[src/obdcls_pkg.sv]
package obdcls_pkg;

  // Identifier ranges used for diagnostic traffic on classic CAN.
  localparam logic [10:0] FUNC_REQ_ID   = 11'h7DF;
  localparam logic [10:0] PHYS_REQ_LO   = 11'h7E0;
  localparam logic [10:0] PHYS_REQ_HI   = 11'h7E7;
  localparam logic [10:0] RESP_ID_LO    = 11'h7E8;
  localparam logic [10:0] RESP_ID_HI    = 11'h7EF;

  // Service byte ranges.
  localparam logic [7:0]  REQ_MODE_LO   = 8'h01;
  localparam logic [7:0]  REQ_MODE_HI   = 8'h0A;
  localparam logic [7:0]  RESP_MODE_LO  = 8'h41;
  localparam logic [7:0]  RESP_MODE_HI  = 8'h4A;

  // Service modes: current data, and the modes that carry trouble codes in their responses.
  localparam logic [3:0]  MODE_CUR_DATA = 4'h1;
  localparam logic [3:0]  MODE_STORED   = 4'h3;
  localparam logic [3:0]  MODE_PENDING  = 4'h7;
  localparam logic [3:0]  MODE_PERM     = 4'hA;

  localparam logic [3:0]  MAX_DLC       = 4'd8;
  localparam int          MAX_CODES     = 3;

  typedef enum logic [1:0] {
    KIND_NONE     = 2'd0,
    KIND_REQUEST  = 2'd1,
    KIND_RESPONSE = 2'd2
  } frame_kind_t;

  typedef struct packed {
    logic [10:0] can_id;
    logic [3:0]  frame_length;
    logic [7:0]  byte_0;
    logic [7:0]  byte_1;
    logic [7:0]  byte_2;
    logic [7:0]  byte_3;
    logic [7:0]  byte_4;
    logic [7:0]  byte_5;
    logic [7:0]  byte_6;
    logic [7:0]  byte_7;
  } in_t;

  typedef struct packed {
    logic        is_diag_id;
    logic [1:0]  frame_kind;
    logic [3:0]  service_mode;
    logic [15:0] param_id;
    logic [3:0]  payload_length;
    logic        code_valid;
    logic [1:0]  code_category;
    logic [1:0]  code_first_digit;
    logic [11:0] code_low_digits;
    logic        last;
  } out_t;

  // One decoded frame: the fields shared by all its results plus the
  // compacted list of nonzero trouble codes.
  typedef struct packed {
    logic        is_diag_id;
    logic [1:0]  frame_kind;
    logic [3:0]  service_mode;
    logic [15:0] param_id;
    logic [3:0]  payload_length;
    logic [1:0]  code_count;
    logic [MAX_CODES-1:0][15:0] codes;
  } rec_t;

endpackage

[src/obd_frame_classify_dtc_extract.sv]
// Channel   Ports                      Handshake                    Beat
// input     start, busy, in_data       start high and busy low      one CAN frame
// result    out_strobe, out_data       out_strobe high, one cycle   one result
//
// A frame is registered in the input register at its accepting edge, then decoded
// into a frame record that the record register takes once the emitter is free.
// Its results leave through an output register one per cycle. A frame yields one to
// three results, and a new frame can wait in the input register while an earlier one
// is sent. Reset (rst_n low, synchronous) empties every stage. The receiver cannot
// stall; busy is high only while a frame waits behind the codes of an earlier frame.
module obd_frame_classify_dtc_extract (
  input  logic              clk,
  input  logic              rst_n,
  input  logic              start,
  output logic              busy,
  input  obdcls_pkg::in_t   in_data,
  output logic              out_strobe,
  output obdcls_pkg::out_t  out_data
);

  // Input stage.
  obdcls_pkg::in_t  in_r;
  logic             in_vld_r;
  logic             in_vld_nxt;

  // Decoded frame record and the index of the next result to send.
  obdcls_pkg::rec_t dec;
  obdcls_pkg::rec_t rec_r;
  logic             rec_vld_r;
  logic             rec_vld_nxt;
  logic [1:0]       idx_r;
  logic [1:0]       idx_nxt;

  // Output register.
  obdcls_pkg::out_t out_r;
  obdcls_pkg::out_t out_nxt;
  logic             strobe_r;

  logic [1:0]       last_idx;
  logic             rec_done;
  logic             take;
  logic             accept;
  logic             has_codes;

  obdcls_decode u_decode (
    .frame (in_r),
    .rec   (dec)
  );

  always_comb begin
    has_codes = (rec_r.code_count != 2'd0);
    last_idx  = has_codes ? (rec_r.code_count - 2'd1) : 2'd0;
    rec_done  = rec_vld_r && (idx_r == last_idx);
    // The emitter takes a new record when empty or on its final result.
    take      = in_vld_r && (!rec_vld_r || rec_done);
    busy      = in_vld_r && !take;
    accept    = start && !busy;

    in_vld_nxt = accept ? 1'b1 : (take ? 1'b0 : in_vld_r);

    if (take) begin
      rec_vld_nxt = 1'b1;
      idx_nxt     = 2'd0;
    end else if (rec_done) begin
      rec_vld_nxt = 1'b0;
      idx_nxt     = 2'd0;
    end else begin
      rec_vld_nxt = rec_vld_r;
      idx_nxt     = rec_vld_r ? (idx_r + 2'd1) : idx_r;
    end

    out_nxt.is_diag_id       = rec_r.is_diag_id;
    out_nxt.frame_kind       = rec_r.frame_kind;
    out_nxt.service_mode     = rec_r.service_mode;
    out_nxt.param_id         = rec_r.param_id;
    out_nxt.payload_length   = rec_r.payload_length;
    out_nxt.code_valid       = has_codes;
    out_nxt.code_category    = has_codes ? rec_r.codes[idx_r][15:14] : 2'd0;
    out_nxt.code_first_digit = has_codes ? rec_r.codes[idx_r][13:12] : 2'd0;
    out_nxt.code_low_digits  = has_codes ? rec_r.codes[idx_r][11:0]  : 12'd0;
    out_nxt.last             = (idx_r == last_idx);
  end

  always_ff @(posedge clk) begin
    if (!rst_n) begin
      in_vld_r  <= 1'b0;
      rec_vld_r <= 1'b0;
      idx_r     <= 2'd0;
      strobe_r  <= 1'b0;
    end else begin
      in_vld_r  <= in_vld_nxt;
      rec_vld_r <= rec_vld_nxt;
      idx_r     <= idx_nxt;
      strobe_r  <= rec_vld_r;
    end
  end

  // Payload registers carry no reset.
  always_ff @(posedge clk) begin
    if (accept) begin
      in_r <= in_data;
    end
    if (take) begin
      rec_r <= dec;
    end
    if (rec_vld_r) begin
      out_r <= out_nxt;
    end
  end

  assign out_strobe = strobe_r;
  assign out_data   = out_r;

endmodule

[src/obdcls_decode.sv]
module obdcls_decode (
  input  obdcls_pkg::in_t  frame,
  output obdcls_pkg::rec_t rec
);

  logic [3:0]  dlc;
  logic        req_id;
  logic        resp_id;
  logic        obd;
  logic [7:0]  b1;
  logic [1:0]  kind;
  logic [3:0]  mode;
  logic [15:0] pid;
  logic [3:0]  plen;
  logic        dtc_mode;
  logic [2:0][15:0] raw;
  logic [2:0]  slot_ok;
  logic [2:0][15:0] packed_codes;
  logic [1:0]  cnt;

  always_comb begin
    dlc = (frame.frame_length > obdcls_pkg::MAX_DLC) ? obdcls_pkg::MAX_DLC
                                                     : frame.frame_length;
    req_id  = (frame.can_id == obdcls_pkg::FUNC_REQ_ID) ||
              (frame.can_id >= obdcls_pkg::PHYS_REQ_LO &&
               frame.can_id <= obdcls_pkg::PHYS_REQ_HI);
    resp_id = (frame.can_id >= obdcls_pkg::RESP_ID_LO &&
               frame.can_id <= obdcls_pkg::RESP_ID_HI);
    obd = (dlc >= 4'd2) && (req_id || resp_id);
    b1  = frame.byte_1;

    kind = obdcls_pkg::KIND_NONE;
    mode = 4'd0;
    pid  = 16'd0;
    plen = 4'd0;
    if (obd) begin
      plen = frame.byte_0[3:0];
      if (b1 >= obdcls_pkg::RESP_MODE_LO && b1 <= obdcls_pkg::RESP_MODE_HI) begin
        kind = obdcls_pkg::KIND_RESPONSE;
        mode = b1[3:0];
      end else if (b1 >= obdcls_pkg::REQ_MODE_LO && b1 <= obdcls_pkg::REQ_MODE_HI) begin
        kind = obdcls_pkg::KIND_REQUEST;
        mode = b1[3:0];
      end
      if (dlc >= 4'd3) begin
        pid = {8'd0, frame.byte_2};
      end
      // Mode 1 PID 0 carries a two-byte PID; the high byte is zero here.
      if (mode == obdcls_pkg::MODE_CUR_DATA && dlc >= 4'd4 && frame.byte_2 == 8'd0) begin
        pid = {frame.byte_2, frame.byte_3};
      end
    end

    dtc_mode = obd && (kind == obdcls_pkg::KIND_RESPONSE) &&
               (mode == obdcls_pkg::MODE_STORED || mode == obdcls_pkg::MODE_PENDING ||
                mode == obdcls_pkg::MODE_PERM);

    raw[0] = {frame.byte_2, frame.byte_3};
    raw[1] = {frame.byte_4, frame.byte_5};
    raw[2] = {frame.byte_6, frame.byte_7};

    // Slot i exists when the payload length covers it and both of its
    // bytes lie inside the frame; zero codes are dropped.
    slot_ok[0] = dtc_mode && (plen >= 4'd3) && (dlc > 4'd3) && (raw[0] != 16'd0);
    slot_ok[1] = dtc_mode && (plen >= 4'd5) && (dlc > 4'd5) && (raw[1] != 16'd0);
    slot_ok[2] = dtc_mode && (plen >= 4'd7) && (dlc > 4'd7) && (raw[2] != 16'd0);

    packed_codes = '0;
    cnt = 2'd0;
    for (int i = 0; i < 3; i++) begin
      if (slot_ok[i]) begin
        packed_codes[cnt] = raw[i];
        cnt = cnt + 2'd1;
      end
    end

    rec.is_diag_id     = req_id || resp_id;
    rec.frame_kind     = kind;
    rec.service_mode   = mode;
    rec.param_id       = pid;
    rec.payload_length = plen;
    rec.code_count     = cnt;
    rec.codes          = packed_codes;
  end

endmodule
[config.mk]
export PLATFORM = sky130hd
export DESIGN_NAME = obd_frame_classify_dtc_extract
export DESIGN_NICKNAME = d
export VERILOG_FILES = /design/src/obdcls_pkg.sv /design/src/obd_frame_classify_dtc_extract.sv /design/src/obdcls_decode.sv
export SDC_FILE = /design/constraint.sdc
export NUM_CORES = 1
export LEC_CHECK = 0
export ABC_AREA = 1
export BUFFER_PORTS_ARGS = -buffer_cell sky130_fd_sc_hd__buf_2
export CELL_PAD_IN_SITES_DETAIL_PLACEMENT = 1
export CELL_PAD_IN_SITES_GLOBAL_PLACEMENT = 1
export CORE_ASPECT_RATIO = 0.7
export CORE_MARGIN = 10
export CORE_UTILIZATION = 45
export CTS_CLUSTER_DIAMETER = 60
export DETAILED_ROUTE_END_ITERATION = 10
export GPL_ROUTABILITY_DRIVEN = 0
export PLACE_DENSITY = 0.84
export SYNTH_ARGS = -nofsm -noshare
export SYNTH_HDL_FRONTEND = slang
export SYNTH_SLANG_ARGS = --single-unit
[constraint.sdc]
create_clock -name clk -period 8.65 [get_ports clk]
set_input_delay 1.73 -clock clk [delete_from_list [all_inputs] [get_ports clk]]
set_output_delay 1.73 -clock clk [all_outputs]
set_load 0.02 [all_outputs]
# Word-level counts from Yosys, hierarchy flattened
# Cells that the tools add are included.
[totals] register_bits=202 inputBits=82 word_cells=138
[op_classes] add_sub_neg=4 n_lt_le_gt_ge=23 n_eq_ne=7 n_mux=30 bitwise_logic=1 n_reduce_logical=40
[ops] op="$bwmux 48" count=2
[ops] op="$mux 48" count=2
[ops] op="$mux 16" count=5
[ops] op="$demux 16 s2" count=2
[ops] op="$reduce_bool 16->1" count=3
[ops] op="$bmux 16 s2" count=1
[ops] op="$logic_and 1x1->1" count=24
[ops] op="$mux 4" count=6
[ops] op="$ge 11x11->1 const B" count=2
[ops] op="$le 11x11->1 const B" count=2
[ops] op="$ge 4x2->1 const B" count=3
[ops] op="$ge 4x3->1 const B" count=3
[ops] op="$eq 11x11->1 const B" count=1
[ops] op="$mux 2" count=5
[ops] op="$ge 8x1->1 const B" count=1
[ops] op="$ge 8x7->1 const B" count=1
[ops] op="$gt 4x3->1 const B" count=2
[ops] op="$le 8x4->1 const B" count=1
[ops] op="$le 8x7->1 const B" count=1
[ops] op="$logic_not 8->1" count=1
[ops] op="$mux 8" count=1
[ops] op="$lt 2x3->1 const B" count=2
[ops] op="$mux 1" count=6
[ops] op="$reduce_bool 2->1" count=3
[ops] op="18 further kinds" count=25

# Depth between registers and ports, before layout
# Gate-level depths: netlist (run 1).
[depth] ltp_word=23 ltp_mapped=18 ltp_nobuf=15

# By module
# From an unflattened synthesis (run 1), not the netlist that was laid out.
[unflattened] cells_unflattened=680 area_unflattened_um2=8595.7
[by_module_without_submodules] mod="obd_frame_classify_dtc_extract" instances=1 cells_per_inst=332 area_per_inst_um2=6806.5 seq_area_each_um2=6135.9
[by_module_without_submodules] mod="obdcls_decode" instances=1 cells_per_inst=348 area_per_inst_um2=1789.2 seq_area_each_um2=0.0

# Worst setup path before layout (run 1)
# No wires, ideal clock.
[synth_timing] path_kind="reg-to-output" from="reg rec_vld_r" to="out busy" arrival_ns=1.979 required_ns=6.920 path_slack_ns=4.941 path_stages_with_launch=5 path_buffers=0 cell_sequence="dfxtp_1 -> inv_1 -> nor2_1 -> inv_1 -> nor2_1"
[synth_via] elab_chain_len=5 elab_cells_between_ends=6 cone_classes="reduce/logical (6)"
[synth_rtl] item="start, declared" line_no="obd_frame_classify_dtc_extract.sv:29" text="logic rec_vld_r;"
[synth_rtl] item="start signal, assigned" line_no="obd_frame_classify_dtc_extract.sv:92" text="rec_vld_r <= rec_vld_nxt;"
[synth_rtl] item="$logic_not 1->1 or $logic_and 1x1->1 (tied branches)" line_no="obd_frame_classify_dtc_extract.sv:55, obd_frame_classify_dtc_extract.sv:53"
[synth_rtl] item="$logic_or 1x1->1 (*)" line_no="obd_frame_classify_dtc_extract.sv:55" text="take = in_vld_r && (!rec_vld_r || rec_done);"
[synth_rtl] item="$logic_and 1x1->1 (*)" line_no="obd_frame_classify_dtc_extract.sv:55"
[synth_rtl] item="$logic_not 1->1 (*)" line_no="obd_frame_classify_dtc_extract.sv:56" text="busy = in_vld_r && !take;"
[synth_rtl] item="$logic_and 1x1->1 (*)" line_no="obd_frame_classify_dtc_extract.sv:56"
[synth_rtl] item="end, declared" line_no="obd_frame_classify_dtc_extract.sv:15" text="output logic busy,"
# Mark *: on every way between the ends. The rest lies on a longest branch, timed or not.

==> summary.md, run 1 <==
| Metric | Value |
|---|---|
| # diodes | 0 |
| ANT nets after route | 0 |
| RSZ-0062 raised after global routing | false |
| Core area | 0.0179 sq mm |
| Initial DRC Count | 554 |
| Nets | 859 |
| Final Critical Period | 4.58 ns |
| Post-synthesis sequential area ratio | 74.0% |
| Status | completed |
| Relative slew margins | 30.2% |
| Global-route wire length before repair | 33100 microns |
| Chip Height | 132 microns |
| Port bufs | 124 |
| Critical path class | register to output port |
| Layout cell share with drive strength beyond 1 | 23.8% |
| Clk slew on worst S/H paths | 0.07 ns |
| Top cells by area, synth | edfxtp_1, nand3_1, nand2_1 |
| Setup_tns | 0 ns |
| Least-Margin Pin Slew | 1.05 ns |
| CP Max Fanout | 20 |
| FF+latch count, synth | 202 |
| Hold_sp | out_nxt[34] |
| Pre-CTS setup slack | 4.66 ns |
| Cts hold-fix bufs | 0 |
| H-tree Lvls | 1 |
| Grt ovf | 0 |
| Post-layout instance area | 0.00964 sq mm |
| Largest net degree at the start of global routing | 78 |
| Leakage | 3.84 nW |
| Sw Pwr | 0.458 mW |
| Max Slew Vio Count | 0 |
| Vias post-DR | 5485 |
| Vias in the first global route | 5852 |
| PD cells | 220 mW/mm^2 |
| Data arrival time of the worst path | 2.85 ns |
| First drt pass iteration count | 5 |
| Int Power | 1.66 mW |
| Sw Ratio | 21.6% |
| DIE AREA | 0.0239 sq mm |
| DR WL/cell | 20.6 microns |
| Netlist cell types | 34 |
| Detail-routed via count per cell | 5.35 |
| Die X | 181 microns |
| FILL cells | 1863 |
| Post-synthesis cell count | 637 |
| Max clock buf depth | 3 |
| Clock root cell | clkbuf_16 |
| Hold slack | 0.419 ns |
| Post-synth top area share | 72.7% |
| DRC viols | 0 |
| Hold Crit Depth | 0 |
| Warnings from Yosys | 0 |
| Wirelength, routed | 21100 microns |
| Placed Instance Area | 0.00899 sq mm |
| Max Cap Viol | 0 |
| Synth area leader | edfxtp_1 |
| Post-DP HPWL | 14700 microns |
| F_max | 219 MHz |
| Final Skew | 0.00817 ns |
| Flop2flop setup slack | 4.97 ns |
| Worst hold path type | register to register |
| Synthesized area | 0.00813 sq mm |
| Initial Util | 45.4% |
| Number of I/O pins | 129 |
| Period utilisation layout | 52.9% |
| Setup violators final | 0 |
| Avg Inst Size Synth | 12.8 sq um |
| Share of power burned in the clock network | 41.0% |
| Worst R2R Start | in_r[66] |
| Maximum VDD drop | 138 uV |
| Rows | 41 |
| Syn-to-layout area delta | 18.6% |
| CTS Buf Count | 21 |
| Initial antenna violation count | 0 |
| Comb pwr share | 4.8% |
| Setup ws final | 4.07 ns |
| Worst path required time | 6.92 ns |
| Resized Gates After CTS | 0 |
| Total Routing Usage GR | 17.3% |
| Clk sinks | 202 |
| CTS tree | built |
| Fin. Hold Viols | 0 |
| Startpoint types | register |
| R2r endpoint | rec_r[25] |
| Worst Reg2Reg Path Length in Cells | 12 |
| WHS Endpoint | out_data[34] |
| Commonest non-fill, non-tap cell in the layout | edfxtp_1 |
| Worst-Skew Late Latency | 0.49 ns |
| Critical Path Sink Type | output port |
| Most frequent cells in the layout | edfxtp_1, buf_2, nand2_1 |
| Reg power frac | 54.2% |
| Post-CTS Setup Bufs | 0 |
==> per-layer routing <==
layer  up-vias  track usage, %  wire (microns)  share of wire, %
met1      2683            23.2            9050                43
met2       241            27.4            9810                46
met3        37            3.92            1770               8.4
met4         0            4.91             474               2.2
li1       2524               -               -                 -
met5         -               0               0                 0
==> logic make-up (layout without fill, tap and decap cells) <==
logic type,Yosys count,after routing,share of synthesized area (%)
simple gates,270,270,16.3
flops,202,202,74.0
buf+inv,92,237,4.72
compound gates,68,68,4.46
fa+ha+maj,2,2,0.308
xor+xnor,2,2,0.215
other cells,1,8,0.0461
==> per-stage QoR <==
stage	std cells	total power [mW]	utilization [%]
after global routing	1025	2.19	53.9
after CTS	1025	2.14	53.9
after detailed placement	988	1.27	50.2
final	1025	2.12	53.9
after floorplan	644	1.22	-
after global placement	988	1.26	50.2
==> power groups by stage <==
stage,Clock [mW],Sequential [mW],Combinational (mW)
after floorplan,0,1.18,0.0412
after global placement,0,1.17,0.0978
after detailed placement,0,1.17,0.102
after CTS,0.886,1.15,0.103
after global routing,0.927,1.15,0.113
final,0.868,1.15,0.102
==> critical path: stages (launching register included) <==
cell	delay [ns]
dfxtp_1	0.87
inv_1	0.55
nand2_1	0.19
o22ai_1	0.15
nor2_1	0.13
inv_1	0.09
nor2_1	0.17
buf_2	0.20
==> worst max path at each step <==
| stage | startpoint | end | slack, ns |
|---|---|---|---|
| detailed placement | idx_r[0] | busy | 4.66 |
| global route | idx_r[0] | busy | 3.85 |
| CTS | idx_r[0] | busy | 4.07 |
| floorplan | rec_vld_r | busy | 4.94 |
| finish | idx_r[0] | busy | 4.07 |
| global placement | idx_r[0] | busy | 4.75 |
==> area by class of cell <==
type | count | area [sq um] | share of cell area (%)
flip-flops and latches | 202 | 6020 | 62.4
well taps | 236 | 295 | 3.06
clock buffers | 25 | 541 | 5.61
clock inverters | 12 | 108 | 1.12
repair buffers | 129 | 658 | 6.82
inverters | 71 | 267 | 2.76
multi-input cells | 350 | 1760 | 18.2
==> cells in the mapped netlist (all sizes together) <==
cell type / count
a21oi: 23
buf: 14
inv: 70
nor3b: 1
clkinv: 1
a31oi: 1
nand4: 30
conb: 1
clkbuf: 7
dfxtp: 5
o21ai: 41
nand3b: 1
nor2: 84
nand3: 67
ha: 2
nor3: 2
nand2: 82
nor4: 3
edfxtp: 197
a21o: 1
a2bb2oi: 1
xor2: 2
o22ai: 1
==> sequential cells by signal (all words and copies together) (netlist names) <==
| register | count |
|---|---|
| in_r | 75 |
| rec_r | 50 |
| out_data | 45 |
| out_nxt | 27 |
| idx_r | 2 |
| in_vld_r | 1 |
| out_strobe | 1 |
| rec_vld_r | 1 |
Note: power is estimated with default switching activity, not from simulation.
==> run 2: changes to the inputs <==
- clock period: 8.65 -> 4.3 ns (I/O delays scaled with it)
==> summary.md, run 2 (synthesis gave the netlist of run 1 again) <==
| Metric | Value |
|---|---|
| Status | completed |
| Max Cap Viol | 0 (unchanged) |
| Period utilisation layout | 80.8% |
| Crit-path slowest cell | nand3_2 |
| Crit path max-delay family | simple AND/OR/NAND/NOR gates |
| Nets | 862 (+0.35%) |
| Global-route wire length before repair | 33700 microns (+1.7%) |
| Clock root cell | clkbuf_16 |
| Final Skew | 0.0129 ns (+0.00476 ns) |
| Port bufs | 124 (unchanged) |
| Layout cell share with drive strength beyond 1 | 23.6% (-0.25 points) |
| Setup_tns | 0 ns (unchanged) |
| Wirelength, routed | 21200 microns (+0.46%) |
| Post-CTS Setup Bufs | 0 (unchanged) |
| Most flop-heavy register | in_r |
| Worst-path cell chain | nor2_1 > nand2_1 > nand3_2 > nor2_1 > nand2_1 > nand3_2 > buf_4 > nand3_4 > inv_1 > ha_1 > nand3_2 > nand3_1 > o21ai_0 |
| Flop2flop setup slack | 0.82 ns (-4.15 ns) |
| Cell mode on critical path | nand3_2 |
| Total Routing Usage GR | 17.5% (+0.28 points) |
| Die X | 181 microns (unchanged) |
| Number of I/O pins | 129 (unchanged) |
| Detail-routed via count per cell | 5.30 (-0.93%) |
| RSZ-0062 raised after global routing | false |
| Leakage | 3.83 nW (-0.35%) |
| DIE AREA | 0.0239 sq mm (unchanged) |
| H-tree Lvls | 1 (unchanged) |
| Clk slew on worst S/H paths | 0.06 ns (about the same) |
| Final Critical Period | 3.48 ns |
| Rows | 41 (unchanged) |
| Data arrival time of the worst path | 3.68 ns (+0.83 ns) |
| Syn-to-layout area delta | 18.3% |
| Initial Util | 45.4% (unchanged) |
| Critical path class | register to register |
| Relative slew margins | 35.4% (+5.2 points) |
| Largest register FFs | 75 (unchanged) |
| Max clock buf depth | 3 (unchanged) |
| Startpoint types | register |
| CP Max Fanout | 32 (+60%) |
| CTS tree | built |
| Fin. Hold Viols | 0 (unchanged) |
| F_max | 288 MHz |
| ANT nets after route | 0 (unchanged) |
| Core area | 0.0179 sq mm (unchanged) |
| Max Slew Vio Count | 0 (unchanged) |
| Most frequent cells in the layout | edfxtp_1, buf_2, nand2_1 |
| Least-Margin Pin Slew | 0.966 ns (-0.0808 ns) |
| Worst-Skew Late Latency | 0.49 ns (about the same) |
| DRC viols | 0 (unchanged) |
| Vias post-DR | 5434 (-0.93%) |
| Layout Utilization | 53.7% (-0.12 points) |
| DR WL/cell | 20.7 microns (+0.46%) |
| Maximum VDD drop | 363 uV (+160%) |
| Cts hold-fix bufs | 0 (unchanged) |
| Worst path required time | 4.51 ns (-2.41 ns) |
| # diodes | 0 (unchanged) |
| Worst hold path type | register to register |
| Vias in the first global route | 5978 (+2.2%) |
| Grt ovf | 0 (unchanged) |
| PD cells | 426 mW/mm^2 (+94%) |
| Initial antenna violation count | 0 (unchanged) |
| Resized Gates After CTS | 0 (unchanged) |
| Post-DP HPWL | 14700 microns (about the same) |
| Initial DRC Count | 465 (-16%) |
| Slowest stage delay, CP | 0.52 ns (-0.35 ns) |
| Largest net degree at the start of global routing | 76 (-2.6%) |
| Clk sinks | 202 (unchanged) |
| CTS Buf Count | 20 (-4.8%) |
| Commonest non-fill, non-tap cell in the layout | edfxtp_1 |
| First drt pass iteration count | 4 (-1) |
| Critical Path Sink Type | register |
| Chip Height | 132 microns (unchanged) |
| Hold slack | 0.417 ns (-0.00138 ns) |
| Sum of buffers and inverters on the critical path | 2 (-1) |
| Setup violators final | 0 (unchanged) |
run 2: area by class of cell:
type | instances | area [sq um]
timing repair buffer | 133 | 713
sequential | 202 | 6020
fill | 1883 | 8280
clock inverter | 6 | 23.8
clock buffer | 27 | 548
tap | 236 | 295
multi-input combinational | 350 | 1760
inverter | 71 | 267
run 2: worst register-to-register path, cell delays in order, from the launching register on:
cell and delay (ns):
edfxtp_1 0.40, nor2_1 0.31, nand2_1 0.17, nand3_2 0.29, nor2_1 0.13, nand2_1 0.11
nand3_2 0.07, buf_4 0.21, nand3_4 0.12, inv_1 0.08, ha_1 0.33, nand3_2 0.52
nand3_1 0.31, o21ai_0 0.15
run 2: metal layers:
metal	global-route usage (%)	part of all wire, %	wire length (microns)	vias to the layer above
met5	0	0	0	-
met1	23.1	43	9110	2658
li1	-	-	-	2519
met3	4.47	7.8	1660	30
met4	5.04	2.1	438	0
met2	28.1	47	9980	227
run 2: stage by stage:
step	instances	worst slack, ns	total power, mW	instance area, sq um
CTS	1025	0.823	4.14	9620
global placement	992	1.10	2.55	9050
global route	1025	0.467	4.25	9620
floorplan	644	0.725	2.45	8160
detailed placement	992	0.869	2.57	9050
finish	1025	0.825	4.09	9620
run 2: final timing paths:
check	cells past startpoint	from	endpoint
worst max register to register	13	in_r[66]	rec_r[23]
worst min register to register	0	out_nxt[21]	out_data[21]
worst max-delay path	13	in_r[66]	rec_r[23]
worst min-delay path	0	out_nxt[21]	out_data[21]
run 2: power breakdown:
part / internal [mW] / total (mW) / switching (mW)
clock: 0.886 / 1.57 / 0.684
sequential: 2.26 / 2.31 / 0.0438
combinational: 0.0640 / 0.216 / 0.152
total: 3.21 / 4.09 / 0.880
